[config.mk]
export PLATFORM = sky130hd
export DESIGN_NAME = scalar_alu_compare_delayed_branch
export DESIGN_NICKNAME = d
export VERILOG_FILES = /design/src/sacdb_pkg.sv /design/src/scalar_alu_compare_delayed_branch.sv
export SDC_FILE = /design/constraint.sdc
export NUM_CORES = 2
export LEC_CHECK = 0
export ABC_AREA = 0
export BUFFER_PORTS_ARGS = -buffer_cell sky130_fd_sc_hd__buf_4
export CORE_AREA = 2 2 599 601
export CTS_CLUSTER_DIAMETER = 60
export DETAILED_ROUTE_END_ITERATION = 12
export DIE_AREA = 0 0 601 603
export SYNTH_ARGS = -nofsm -noshare
export SYNTH_HDL_FRONTEND = slang
export SYNTH_SLANG_ARGS = --single-unit
[constraint.sdc]
create_clock -name clk -period 10.75 [get_ports clk]
set_input_delay 0.5375 -clock clk [delete_from_list [all_inputs] [get_ports clk]]
set_output_delay 0.5375 -clock clk [all_outputs]
set_load 0.02 [all_outputs]
[src/sacdb_pkg.sv]
`timescale 1ns / 1ps

package sacdb_pkg;

    // register file
    localparam int NUM_REGS  = 64;
    localparam int REG_IDX_W = 6;
    localparam int REG_AW    = $clog2(NUM_REGS);

    // configuration port
    localparam int CFG_AW    = 3;
    localparam int CFG_IDX_W = CFG_AW - 2;
    localparam logic [CFG_IDX_W-1:0] CFG_IDX_BRANCH_BASE = '0;

    // opcodes
    localparam logic [4:0] OP_NOP    = 5'd0;
    localparam logic [4:0] OP_ADD    = 5'd1;
    localparam logic [4:0] OP_SUB    = 5'd2;
    localparam logic [4:0] OP_XOR    = 5'd3;
    localparam logic [4:0] OP_OR     = 5'd4;
    localparam logic [4:0] OP_AND    = 5'd5;
    localparam logic [4:0] OP_LSL    = 5'd6;
    localparam logic [4:0] OP_LSR    = 5'd7;
    localparam logic [4:0] OP_ASR    = 5'd8;
    localparam logic [4:0] OP_MOV    = 5'd9;
    localparam logic [4:0] OP_MOVZ   = 5'd10;
    localparam logic [4:0] OP_CMP    = 5'd11;
    localparam logic [4:0] OP_END    = 5'd12;
    localparam logic [4:0] OP_BNE    = 5'd13;
    localparam logic [4:0] OP_BEQ    = 5'd14;
    localparam logic [4:0] OP_BL     = 5'd15;
    localparam logic [4:0] OP_BLE    = 5'd16;
    localparam logic [4:0] OP_BG     = 5'd17;
    localparam logic [4:0] OP_BGE    = 5'd18;
    localparam logic [4:0] OP_BLS    = 5'd19;
    localparam logic [4:0] OP_BLES   = 5'd20;
    localparam logic [4:0] OP_BGS    = 5'd21;
    localparam logic [4:0] OP_BGES   = 5'd22;
    localparam logic [4:0] OP_BRA    = 5'd23;
    localparam logic [4:0] OP_JMP    = 5'd24;
    localparam logic [4:0] OP_CALL   = 5'd25;
    localparam logic [4:0] OP_JMPBR  = 5'd26;
    localparam logic [4:0] OP_CALLBR = 5'd27;
    localparam logic [4:0] OP_RET    = 5'd28;

    // status codes
    localparam logic [1:0] ST_OK      = 2'd0;
    localparam logic [1:0] ST_ILLEGAL = 2'd1;
    localparam logic [1:0] ST_END     = 2'd2;

    // flag bit positions
    localparam int FLAG_NE = 0;
    localparam int FLAG_SL = 1;
    localparam int FLAG_UL = 2;

    typedef struct packed {
        logic [4:0]           op;
        logic [REG_IDX_W-1:0] dest_reg;
        logic [REG_IDX_W-1:0] src_b_reg;
        logic [REG_IDX_W-1:0] src_c_reg;
        logic                 use_immediate;
        logic signed [31:0]   immediate;
    } instr_t;

    typedef struct packed {
        logic [1:0]         status;
        logic [31:0]        program_counter;
        logic signed [31:0] result_value;
        logic [2:0]         flag_bits;
    } res_t;

endpackage

[src/scalar_alu_compare_delayed_branch.sv]
`timescale 1ns / 1ps

// operands are read into registers when an instruction is taken, then its result is registered after execute
// throughput: one instruction per cycle while res_stall does not hold the output, set by the single execute stage
// register file reads are registered with write-to-read forwarding from the execute stage
// reset clears flags, pc, link register, pending branch, branch base and all register
// valid bits, so every register reads as zero; no clearing pass is needed
module scalar_alu_compare_delayed_branch (
    input  logic                                clk,
    input  logic                                rst_n,
    input  logic                                psel,
    input  logic                                penable,
    input  logic                                pwrite,
    input  logic [sacdb_pkg::CFG_AW-1:0]        paddr,
    input  logic [31:0]                         pwdata,
    output logic [31:0]                         prdata,
    output logic                                pready,
    input  logic                                instr_valid,
    output logic                                instr_stall,
    input  sacdb_pkg::instr_t                   instr,
    output logic                                res_valid,
    input  logic                                res_stall,
    output sacdb_pkg::res_t                     res
);

    localparam int IDX_W = sacdb_pkg::REG_IDX_W;
    localparam int AW    = sacdb_pkg::REG_AW;
    localparam logic [IDX_W:0] REG_LIMIT = (IDX_W + 1)'(sacdb_pkg::NUM_REGS);

    function automatic logic idx_in_range(input logic [IDX_W-1:0] idx);
        return {1'b0, idx} < REG_LIMIT;
    endfunction

    // configuration
    logic [31:0]                      branch_base_reg;
    logic                             cfg_wr;
    logic [sacdb_pkg::CFG_IDX_W-1:0]  cfg_idx;

    // register file
    logic [31:0]                 rf_mem [sacdb_pkg::NUM_REGS];
    logic [sacdb_pkg::NUM_REGS-1:0] rf_vld_reg;

    // architectural state
    logic [2:0]  flags_reg, flags_next;
    logic [31:0] pc_reg, pc_next;
    logic [31:0] lr_reg, lr_next;
    logic        pend_reg, pend_next;
    logic [4:0]  pend_kind_reg, pend_kind_next;
    logic [15:0] pend_off_reg, pend_off_next;

    // pipeline
    logic                s1_vld_reg;
    sacdb_pkg::instr_t   s1_instr_reg;
    logic [31:0]         opb_mem_reg, opx_mem_reg, fwd_data_reg;
    logic                opb_ok_reg, opx_ok_reg, opb_fwd_reg, opx_fwd_reg;
    logic                out_vld_reg;
    sacdb_pkg::res_t     res_reg, res_next;

    logic                accept, advance;
    logic [IDX_W-1:0]    rx_idx;
    logic                wr_en, wr_req;
    logic [31:0]         wr_data;

    logic [31:0] opb, opx, opc, alu;
    logic [4:0]  sh;
    logic [31:0] tgt;
    logic        ne, sl, ul, take, run;
    logic [1:0]  status;

    // configuration port
    assign pready  = 1'b1;
    assign cfg_idx = paddr[sacdb_pkg::CFG_AW-1:2];
    assign cfg_wr  = psel && penable && pwrite && pready;
    assign prdata  = (cfg_idx == sacdb_pkg::CFG_IDX_BRANCH_BASE) ? branch_base_reg : 32'd0;

    // handshake
    assign advance     = s1_vld_reg && (!out_vld_reg || !res_stall);
    assign instr_stall = s1_vld_reg && !advance;
    assign accept      = instr_valid && !instr_stall;
    assign res_valid   = out_vld_reg;
    assign res         = res_reg;

    // compare reads dest_reg on the second port
    assign rx_idx = (instr.op == sacdb_pkg::OP_CMP) ? instr.dest_reg : instr.src_c_reg;

    assign wr_en   = advance && wr_req;
    assign wr_data = alu;

    // operands, with forwarding from the instruction that retired as this one came in
    assign opb = opb_fwd_reg ? fwd_data_reg : (opb_ok_reg ? opb_mem_reg : 32'd0);
    assign opx = opx_fwd_reg ? fwd_data_reg : (opx_ok_reg ? opx_mem_reg : 32'd0);
    assign opc = s1_instr_reg.use_immediate ? s1_instr_reg.immediate : opx;
    assign sh  = opc[4:0];

    always_comb
    begin
        case (s1_instr_reg.op)
            sacdb_pkg::OP_ADD: alu = opb + opc;
            sacdb_pkg::OP_SUB: alu = opb - opc;
            sacdb_pkg::OP_XOR: alu = opb ^ opc;
            sacdb_pkg::OP_OR:  alu = opb | opc;
            sacdb_pkg::OP_AND: alu = opb & opc;
            sacdb_pkg::OP_LSL: alu = opb << sh;
            sacdb_pkg::OP_LSR: alu = opb >> sh;
            sacdb_pkg::OP_ASR: alu = 32'($signed(opb) >>> sh);
            sacdb_pkg::OP_MOV: alu = opb;
            default:           alu = 32'd0;
        endcase
    end

    assign ne  = flags_reg[sacdb_pkg::FLAG_NE];
    assign sl  = flags_reg[sacdb_pkg::FLAG_SL];
    assign ul  = flags_reg[sacdb_pkg::FLAG_UL];
    assign tgt = {16'd0, pend_off_reg};

    always_comb
    begin
        flags_next     = flags_reg;
        pc_next        = pc_reg;
        lr_next        = lr_reg;
        pend_next      = pend_reg;
        pend_kind_next = pend_kind_reg;
        pend_off_next  = pend_off_reg;
        status         = sacdb_pkg::ST_OK;
        wr_req         = 1'b0;
        take           = 1'b0;
        run            = 1'b1;

        // the pending branch resolves before the new instruction
        if (pend_reg)
        begin
            case (pend_kind_reg)
                sacdb_pkg::OP_BNE:    take = ne;
                sacdb_pkg::OP_BEQ:    take = !ne;
                sacdb_pkg::OP_BL:     take = ul;
                sacdb_pkg::OP_BLE:    take = ul || !ne;
                sacdb_pkg::OP_BG:     take = !ul;
                sacdb_pkg::OP_BGE:    take = !ul || !ne;
                sacdb_pkg::OP_BLS:    take = sl;
                sacdb_pkg::OP_BLES:   take = sl || !ne;
                sacdb_pkg::OP_BGS:    take = !sl;
                sacdb_pkg::OP_BGES:   take = !sl || !ne;
                sacdb_pkg::OP_BRA:    take = 1'b1;
                sacdb_pkg::OP_JMP:    pc_next = tgt;
                sacdb_pkg::OP_CALL:
                begin
                    lr_next = pc_reg;
                    pc_next = tgt;
                end
                sacdb_pkg::OP_JMPBR:  pc_next = branch_base_reg + tgt;
                sacdb_pkg::OP_CALLBR:
                begin
                    lr_next = pc_reg;
                    pc_next = branch_base_reg + tgt;
                end
                sacdb_pkg::OP_RET:    pc_next = lr_reg;
                default:              run = 1'b0;
            endcase
            if (take)
            begin
                pc_next = pc_reg + tgt;
            end
            if (run)
            begin
                pend_next = 1'b0;
            end
            else
            begin
                status = sacdb_pkg::ST_ILLEGAL;
            end
        end

        if (run)
        begin
            case (s1_instr_reg.op) inside
                sacdb_pkg::OP_NOP: ;
                [sacdb_pkg::OP_ADD:sacdb_pkg::OP_MOVZ]:
                    wr_req = idx_in_range(s1_instr_reg.dest_reg);
                sacdb_pkg::OP_CMP:
                begin
                    flags_next[sacdb_pkg::FLAG_NE] = opb != opx;
                    flags_next[sacdb_pkg::FLAG_SL] = $signed(opb) < $signed(opx);
                    flags_next[sacdb_pkg::FLAG_UL] = opb < opx;
                end
                sacdb_pkg::OP_END: status = sacdb_pkg::ST_END;
                [sacdb_pkg::OP_BNE:sacdb_pkg::OP_RET]:
                begin
                    pend_next      = 1'b1;
                    pend_kind_next = s1_instr_reg.op;
                    pend_off_next  = s1_instr_reg.immediate[15:0];
                end
                default: status = sacdb_pkg::ST_ILLEGAL;
            endcase
        end

        res_next.status          = status;
        res_next.program_counter = pc_next;
        res_next.result_value    = (run && s1_instr_reg.op inside
                                    {[sacdb_pkg::OP_ADD:sacdb_pkg::OP_MOVZ]}) ? alu : 32'd0;
        res_next.flag_bits       = flags_next;
    end

    // register file memory and operand read
    always_ff @(posedge clk)
    begin
        if (wr_en)
        begin
            rf_mem[s1_instr_reg.dest_reg[AW-1:0]] <= wr_data;
        end
        if (accept)
        begin
            opb_mem_reg <= rf_mem[instr.src_b_reg[AW-1:0]];
            opx_mem_reg <= rf_mem[rx_idx[AW-1:0]];
        end
    end

    // payload registers
    always_ff @(posedge clk)
    begin
        if (accept)
        begin
            s1_instr_reg <= instr;
            opb_ok_reg   <= idx_in_range(instr.src_b_reg)
                            && rf_vld_reg[instr.src_b_reg[AW-1:0]];
            opx_ok_reg   <= idx_in_range(rx_idx) && rf_vld_reg[rx_idx[AW-1:0]];
            opb_fwd_reg  <= wr_en && (s1_instr_reg.dest_reg == instr.src_b_reg);
            opx_fwd_reg  <= wr_en && (s1_instr_reg.dest_reg == rx_idx);
            fwd_data_reg <= wr_data;
        end
        if (advance)
        begin
            res_reg <= res_next;
        end
    end

    // control and architectural state
    always_ff @(posedge clk or negedge rst_n)
    begin
        if (!rst_n)
        begin
            branch_base_reg <= 32'd0;
            rf_vld_reg      <= '0;
            flags_reg       <= 3'd0;
            pc_reg          <= 32'd0;
            lr_reg          <= 32'd0;
            pend_reg        <= 1'b0;
            pend_kind_reg   <= 5'd0;
            pend_off_reg    <= 16'd0;
            s1_vld_reg      <= 1'b0;
            out_vld_reg     <= 1'b0;
        end
        else
        begin
            if (cfg_wr && (cfg_idx == sacdb_pkg::CFG_IDX_BRANCH_BASE))
            begin
                branch_base_reg <= pwdata;
            end
            if (wr_en)
            begin
                rf_vld_reg[s1_instr_reg.dest_reg[AW-1:0]] <= 1'b1;
            end
            if (advance)
            begin
                flags_reg     <= flags_next;
                pc_reg        <= pc_next;
                lr_reg        <= lr_next;
                pend_reg      <= pend_next;
                pend_kind_reg <= pend_kind_next;
                pend_off_reg  <= pend_off_next;
            end
            if (accept)
            begin
                s1_vld_reg <= 1'b1;
            end
            else if (advance)
            begin
                s1_vld_reg <= 1'b0;
            end
            if (advance)
            begin
                out_vld_reg <= 1'b1;
            end
            else if (!res_stall)
            begin
                out_vld_reg <= 1'b0;
            end
        end
    end

endmodule
======== Yosys cells after proc, flatten, opt, wreduce, memory -nomap -nowiden ========
Memory sizes are Yosys's and may differ from the RTL's. A register that Yosys moved wholly into a read port is not among the register bits.
Cells that the tools add are included.
word-level totals
  register bits after elaboration ......... 336
  memory bits (writable) .................. 2048
  input port bits ......................... 98
  output and inout bits ................... 104
  word-level logic and storage cells ...... 166
  memories ................................ 1
memory list
  memory  words  width  rd ports  clocked after memory_dff  write ports  RTL line                                 RTL
  rf_mem  64     32     2         2                         1            scalar_alu_compare_delayed_branch.sv:40  logic [31:0] rf_mem [sacdb_pkg::NUM_REGS];
cells by class
  $add $sub $neg .......................... 4
  magnitude comparators ................... 10
  eq/ne operators ......................... 32
  shift-type cells ........................ 3
  multiplexer cells ....................... 51
  bitwise logic cells ..................... 9
  reductions and logical operators ........ 33
operators with widths
  kind                number
  $pmux 32 s9         1
  $mux 32             8
  $pmux 32 s3         1
  $eq 5x5->1 const B  13
  $add 32x16->32      2
  $lt 32x32->1        2
  $or 64x64->64       1
  $eq 5x4->1 const B  8
  $add 32x32->32      1
  $and 32x32->32      1
  $ne 32x32->1        1
  $or 32x32->32       1
  $shl 32x5->32       1
  $shr 32x5->32       1
  $sshr 32x5->32      1
  $sub 32x32->32      1
  $xor 32x32->32      1
  $mux 1              25
  $lt 6x7->1 const B  3
  $eq 5x3->1 const B  4
  $reduce_or 16->1    1
  $mux 2              7
  $logic_and 1x1->1   13
  $bmux 1 s6          2
  21 further kinds    42

======== Logic depth before layout (Yosys ltp) ========
  depth after elaboration ................. 12
  depth in mapped cells ................... 24
  depth with buffers taken out ............ 21

======== Worst setup path before layout ========
Ideal clock, no wire load.
  path type ............................... reg2reg
  from .................................... reg s1_instr_reg[32] in the netlist's numbering
  to ...................................... reg fwd_data_reg[29] (data pin)
  setup time .............................. 0.551 ns
  arrival time ............................ 5.840 ns
  data required time ...................... 10.199 ns
  setup slack ............................. 4.359 ns
  stages on the path, launching flop included .. 24
  buffers on the path ..................... 6
  period minus slack after synthesis ...... 6.391 ns
  path through ............................ edfxtp_1 -> buf_2 -> a21oi_1 -> a21o_1 -> buf_4 -> buf_2 -> buf_2 -> buf_1 -> ha_1 -> nand2_1 -> nor2_1 -> a31oi_1 -> o21bai_1 -> xnor2_1 -> ha_1 -> clkbuf_1 -> a21oi_1 -> o21ai_0 -> a221o_1 -> a21oi_1 -> nor3b_1 -> a21oi_1 -> xnor2_1 -> o211ai_1
between the ends
  longest elaborated chain between the ends .. 3
  elaborated cells between the ends (all ways) .. 10
  those cells by class .................... add/sub (2); shift (3); mux (2); bitwise (3)
ends and longest elaborated chain
  element                                       RTL line                                  RTL
  start: declaration                            scalar_alu_compare_delayed_branch.sv:53   sacdb_pkg::instr_t s1_instr_reg;
  start signal: assignment                      scalar_alu_compare_delayed_branch.sv:222  s1_instr_reg <= instr;
  $mux 32 (*)                                   scalar_alu_compare_delayed_branch.sv:92   assign opc = s1_instr_reg.use_immediate ? s1_instr_reg.immediate : opx;
  $sub 32x32->32, or another cell as far along  scalar_alu_compare_delayed_branch.sv:99   sacdb_pkg::OP_SUB: alu = opb - opc;
  $pmux 32 s9 (*)                               scalar_alu_compare_delayed_branch.sv:97   case (s1_instr_reg.op)
  named net alu[29]                             scalar_alu_compare_delayed_branch.sv:64   logic [31:0] opb, opx, opc, alu;
  end signal: assignment                        scalar_alu_compare_delayed_branch.sv:228  fwd_data_reg <= wr_data;
  end: declaration                              scalar_alu_compare_delayed_branch.sv:54   logic [31:0] opb_mem_reg, opx_mem_reg, fwd_data_reg;
The timed path passes the listed nets; every way through them passes the cells marked *.
A chain may end at the register's enable or synchronous reset.

======== Worst setup path after layout ========
  from .................................... reg s1_instr_reg[32] in the netlist's numbering
  to ...................................... reg res_reg, in the netlist res[27] (data pin)
between the ends
  longest elaborated chain between the ends .. 3
  elaborated cells between the ends (all ways) .. 10
  those cells by class .................... add/sub (2); shift (3); mux (2); bitwise (3)
ends and longest elaborated chain
  element                                       RTL line                                  RTL
  $mux 32 (*)                                   scalar_alu_compare_delayed_branch.sv:92
  $sub 32x32->32, or another cell as far along  scalar_alu_compare_delayed_branch.sv:99
  $pmux 32 s9 (*)                               scalar_alu_compare_delayed_branch.sv:97
  named net alu[24]                             scalar_alu_compare_delayed_branch.sv:64
  end signal: assignment                        scalar_alu_compare_delayed_branch.sv:232  res_reg <= res_next;
  end: declaration                              scalar_alu_compare_delayed_branch.sv:57   sacdb_pkg::res_t res_reg, res_next;
Marked as above.

==> tab_implementation.tex <==
\begin{tabular}{lr}
\hline
Metric & Value \\
\hline
\multicolumn{2}{l}{\textbf{Status}} \\
\quad Run status & complete, but fails checks \\
\quad Violated checks & max-capacitance violations, max-slew violations \\
\multicolumn{2}{l}{\textbf{Worst setup path}} \\
\quad Crit. End Element & flip-flop \\
\quad Worst Path Max Fanout & 66 \\
\quad Kind of critical path & flip-flop to flip-flop \\
\quad Critical path, cell by cell & buf\_4 -> a22o\_2 -> inv\_1 -> buf\_4 -> nor3\_1 -> nand3\_1 -> o31ai\_1 -> xnor2\_1 -> ha\_1 -> and3\_1 -> and3\_1 -> nand2\_1 -> o41ai\_1 -> a221o\_1 -> a41oi\_1 -> xnor2\_1 -> a2111o\_2 -> nor2b\_1 \\
\quad Largest incremental delay on the critical path & 1.00 ns \\
\quad WP data required & between 10 and 15 ns \\
\quad Data arrival, critical path & about 8.6 ns \\
\quad CP max-delay cell & nor3\_1 \\
\quad Kind of start point of the critical path & flip-flop \\
\multicolumn{2}{l}{\textbf{Timing}} \\
\quad Slew headroom & -0.812\% \\
\quad Final Critical Period & 7.94 ns \\
\quad Crit share post-route & roughly 74\% \\
\quad Final total negative setup slack & 0 ns \\
\quad Worst-Margin Slew & 1.50 ns \\
\quad RSZ-0062 raised after global routing & false \\
\quad Worst Skew & between 0.09 and 0.1 ns \\
\quad Highest Clock Rate & about 130 MHz \\
\quad Final worst-path setup slack & $\sim$2.8 ns \\
\quad Final count of pins violating max slew & 2 \\
\quad Final number of hold-violating endpoints & 0 \\
\quad Total of endpoints with negative setup slack in the final report & 0 \\
\multicolumn{2}{l}{\textbf{Synth}} \\
\quad Sequential element share of the synthesized area & 58.6\% \\
\quad Synth Cell Area & 124,000 um2 \\
\quad Yosys top cell area share & 54.8\% \\
\quad Post-Syn Area per Cell & 14.2 um2 \\
\quad Synthesized netlist net count & $\sim$9,000 \\
\quad Largest cells by area after synthesis & edfxtp\_1 55\%, mux4\_2 15\%, dfrtp\_1 3.8\%, mux2i\_1 3.8\%, nand2\_1 3.6\% \\
\quad Gate count of the mapped netlist & 8,697 \\
\quad Most instantiated flip-flop cell in the synthesis netlist & edfxtp\_1 \\
\quad Number of storage elements in the synthesis netlist & about 2,400 \\
\quad Yosys synthesis warning count & 0 \\
\quad Async set-or-reset flop fraction in the synthesized netlist & about 7.6\% \\
\quad Largest area contributor in the synthesized netlist & edfxtp\_1 \\
\quad Number of synthesized flops with an enable pin & 2,261 \\
\quad Number of library cell types mapped by synthesis & 94 \\
\multicolumn{2}{l}{\textbf{Power and ir drop}} \\
\quad Post-layout total power & approximately 26 mW \\
\quad Maximum vdd drop & 0.137 mV \\
\quad Static power due to leakage & 48.5 nW \\
\quad Pwr per Cell Area & roughly 180 nW/um2 \\
\multicolumn{2}{l}{\textbf{Routing}} \\
\quad DR DRC count & 0 \\
\quad First DRT Iteration DRCs & 14,737 \\
\quad Total via count in the routed design & between 80,000 and 90,000 \\
\quad WL per Instance & 36.0 um \\
\quad Detailed-route wire length & 498,000 um \\
\quad Avg Vias per Cell & 6.42 \\
\quad Number of search-and-repair iterations in the first detailed-routing pass & 9 \\
\quad Routed Antenna Nets & 0 \\
\multicolumn{2}{l}{\textbf{Floorplan}} \\
\quad Top Ports & 202 \\
\quad Die area & 362,000 um2 \\
\quad Initial cell density of the core & 34.9\% \\
\quad Floorplan Core Area & 355,000 um2 \\
\quad Die span in y & roughly 600 um \\
\quad Width of the die & 601 um \\
\quad Number of placement rows & $\sim$220 \\
\multicolumn{2}{l}{\textbf{Clock tree}} \\
\quad Clock-pin slew on the worst setup and hold paths & roughly 0.060 ns \\
\quad Clock buffers created by TritonCTS & 282 \\
\quad H-tree depth & 5 \\
\quad Clock tree from TritonCTS & yes \\
\quad Clock tree sinks & approximately 2,400 \\
\quad Clk\_lat worst skew & 0.91 ns \\
\quad Post-CTS setup buffers & 0 \\
\quad Buffers from clock root to sink, at most & 4 \\
\quad Root buf cell & clkbuf\_16 \\
\quad Post-cts sizing count & 0 \\
\multicolumn{2}{l}{\textbf{Placed design}} \\
\quad Post-DP HPWL & 294,000 um \\
\quad Count of input and output buffers & 198 \\
\quad Final Wtd Congestion & 0.942 \\
\quad Pre-CTS setup slack & about 2.9 ns \\
\multicolumn{2}{l}{\textbf{Final layout}} \\
\quad Highest-count cells in the layout ignoring fill and taps & 2,261 x edfxtp\_1, 1,164 x nand2\_1, 835 x mux4\_2 \\
\quad NumNets Final & 9,119 \\
\quad Share of layout cells above drive strength 1 & about 22\% \\
\quad Leading cell type in the layout, fill and taps excluded & edfxtp\_1 \\
\quad Area added between synthesis and finish & 14.1\% \\
\quad Max reg flops & 2,048 \\
\multicolumn{2}{l}{\textbf{Worst hold path}} \\
\quad Class of the tightest hold or removal check & primary input to asynchronous set/reset pin \\
\multicolumn{2}{l}{\textbf{Global routing}} \\
\quad Wire length of the first global-routing pass & 684,000 um \\
\quad Total grt overflow & 0 \\
\quad Pin count of the biggest net entering global routing & 137 \\
\quad Vias in the first global route & about 86,000 \\
\quad Total Routing Usage GR & roughly a quarter \\
\quad Initial antenna violation count & 39 \\
\multicolumn{2}{l}{\textbf{Job}} \\
\quad Max-Cap Viols & 1 \\
\hline
\end{tabular}
power breakdown:
group	total, mW	switching [mW]	internal, mW
Combinational	5.06	3.29	1.77
Clock	9.61	4.05	5.56
Sequential	11.4	0.388	11.0
layout make-up:
| type | count | area (um2) |
|---|---|---|
| clock buffers | 353 | 7680 |
| repair buffers | 521 | 4400 |
| inverters | 108 | 410 |
| multi-input cells | 5496 | 49000 |
| well taps | 4751 | 5940 |
| flip-flops and latches | 2448 | 72600 |
| clock inverters | 143 | 1320 |
| fillers | 32481 | 214000 |
| diodes | 21 | 52.6 |
logic make-up after synthesis:
family	share of synthesized area, %
buf+inv	2.60
xor+xnor	0.749
flops	58.6
fa+ha+maj	1.67
mux	20.1
compound gates	8.16
other cells	0.00303
simple gates	8.11
path summary, 6_finish.rpt:
| path | slack, ns | startpoint | cells after the start | end |
|---|---|---|---|---|
| max | 2.81 | s1_instr_reg[32] | 18 | res[27] |
| max reg2reg | 2.81 | s1_instr_reg[32] | 18 | res[27] |
| min reg2reg | 0.48 | lr_reg[17] | 2 | lr_reg[17] |
| min | 0.23 | rst_n | 2 | rf_vld_reg[61] |
| max in group asynchronous | 9.11 | rst_n | 3 | pend_reg |
| min in group clk | 0.38 | instr[44] | 2 | opb_mem_reg[7] |
cells in the mapped netlist, drive strengths merged (30+ instances only):
master,instances
nor2,277
a31oi,138
or2,69
a21boi,30
a21oi,447
nand2,1173
mux2i,468
mux4,835
o21ai,228
a211oi,34
o211ai,39
a21o,49
dfrtp,187
nor3,140
ha,161
xnor2,71
buf,335
o221ai,132
mux2,128
nand4,34
o22ai,104
clkbuf,310
a2111oi,34
nor2b,70
o21a,34
nand3,318
edfxtp,2261
inv,108
nand3b,32
xor2,35
stage by stage:
stage	instances	area [um2]	hold slack (ns)	util (%)
floorplan	8697	124000	0.242	-
global placement	13244	132000	0.464	37.0
detailed placement	13244	132000	0.473	37.0
CTS	13820	141000	0.278	39.8
global route	13830	141000	0.299	39.8
finish	13841	141000	0.230	39.8
what timing repair did:
action                                 in CTS  in global routing
endpoints found under the hold margin     129                  0
setup endpoints to repair                   0                  0
hold buffers                               80                  0
worst max-delay path, delay by kind of cell (launching register included):
kind                     cells  cell delay [ns]
AO/OA/AOI/OAI                6             2.95
adder cells (fa/ha/maj)      1             0.41
XOR/XNOR                     2             0.33
AND/OR/NAND/NOR              6             2.40
flip-flops                   1             0.84
buffers and inverters        3             0.67
per-layer routing:
layer	up-vias	share of wire (%)	GRT usage [%]
met1	45825	37	34.9
met4	12	5.8	13.8
met3	1341	13	6.90
li1	34991	-	-
met5	-	0.021	0.0793
met2	6674	45	41.0
Note: power is estimated with default switching activity, not from simulation.
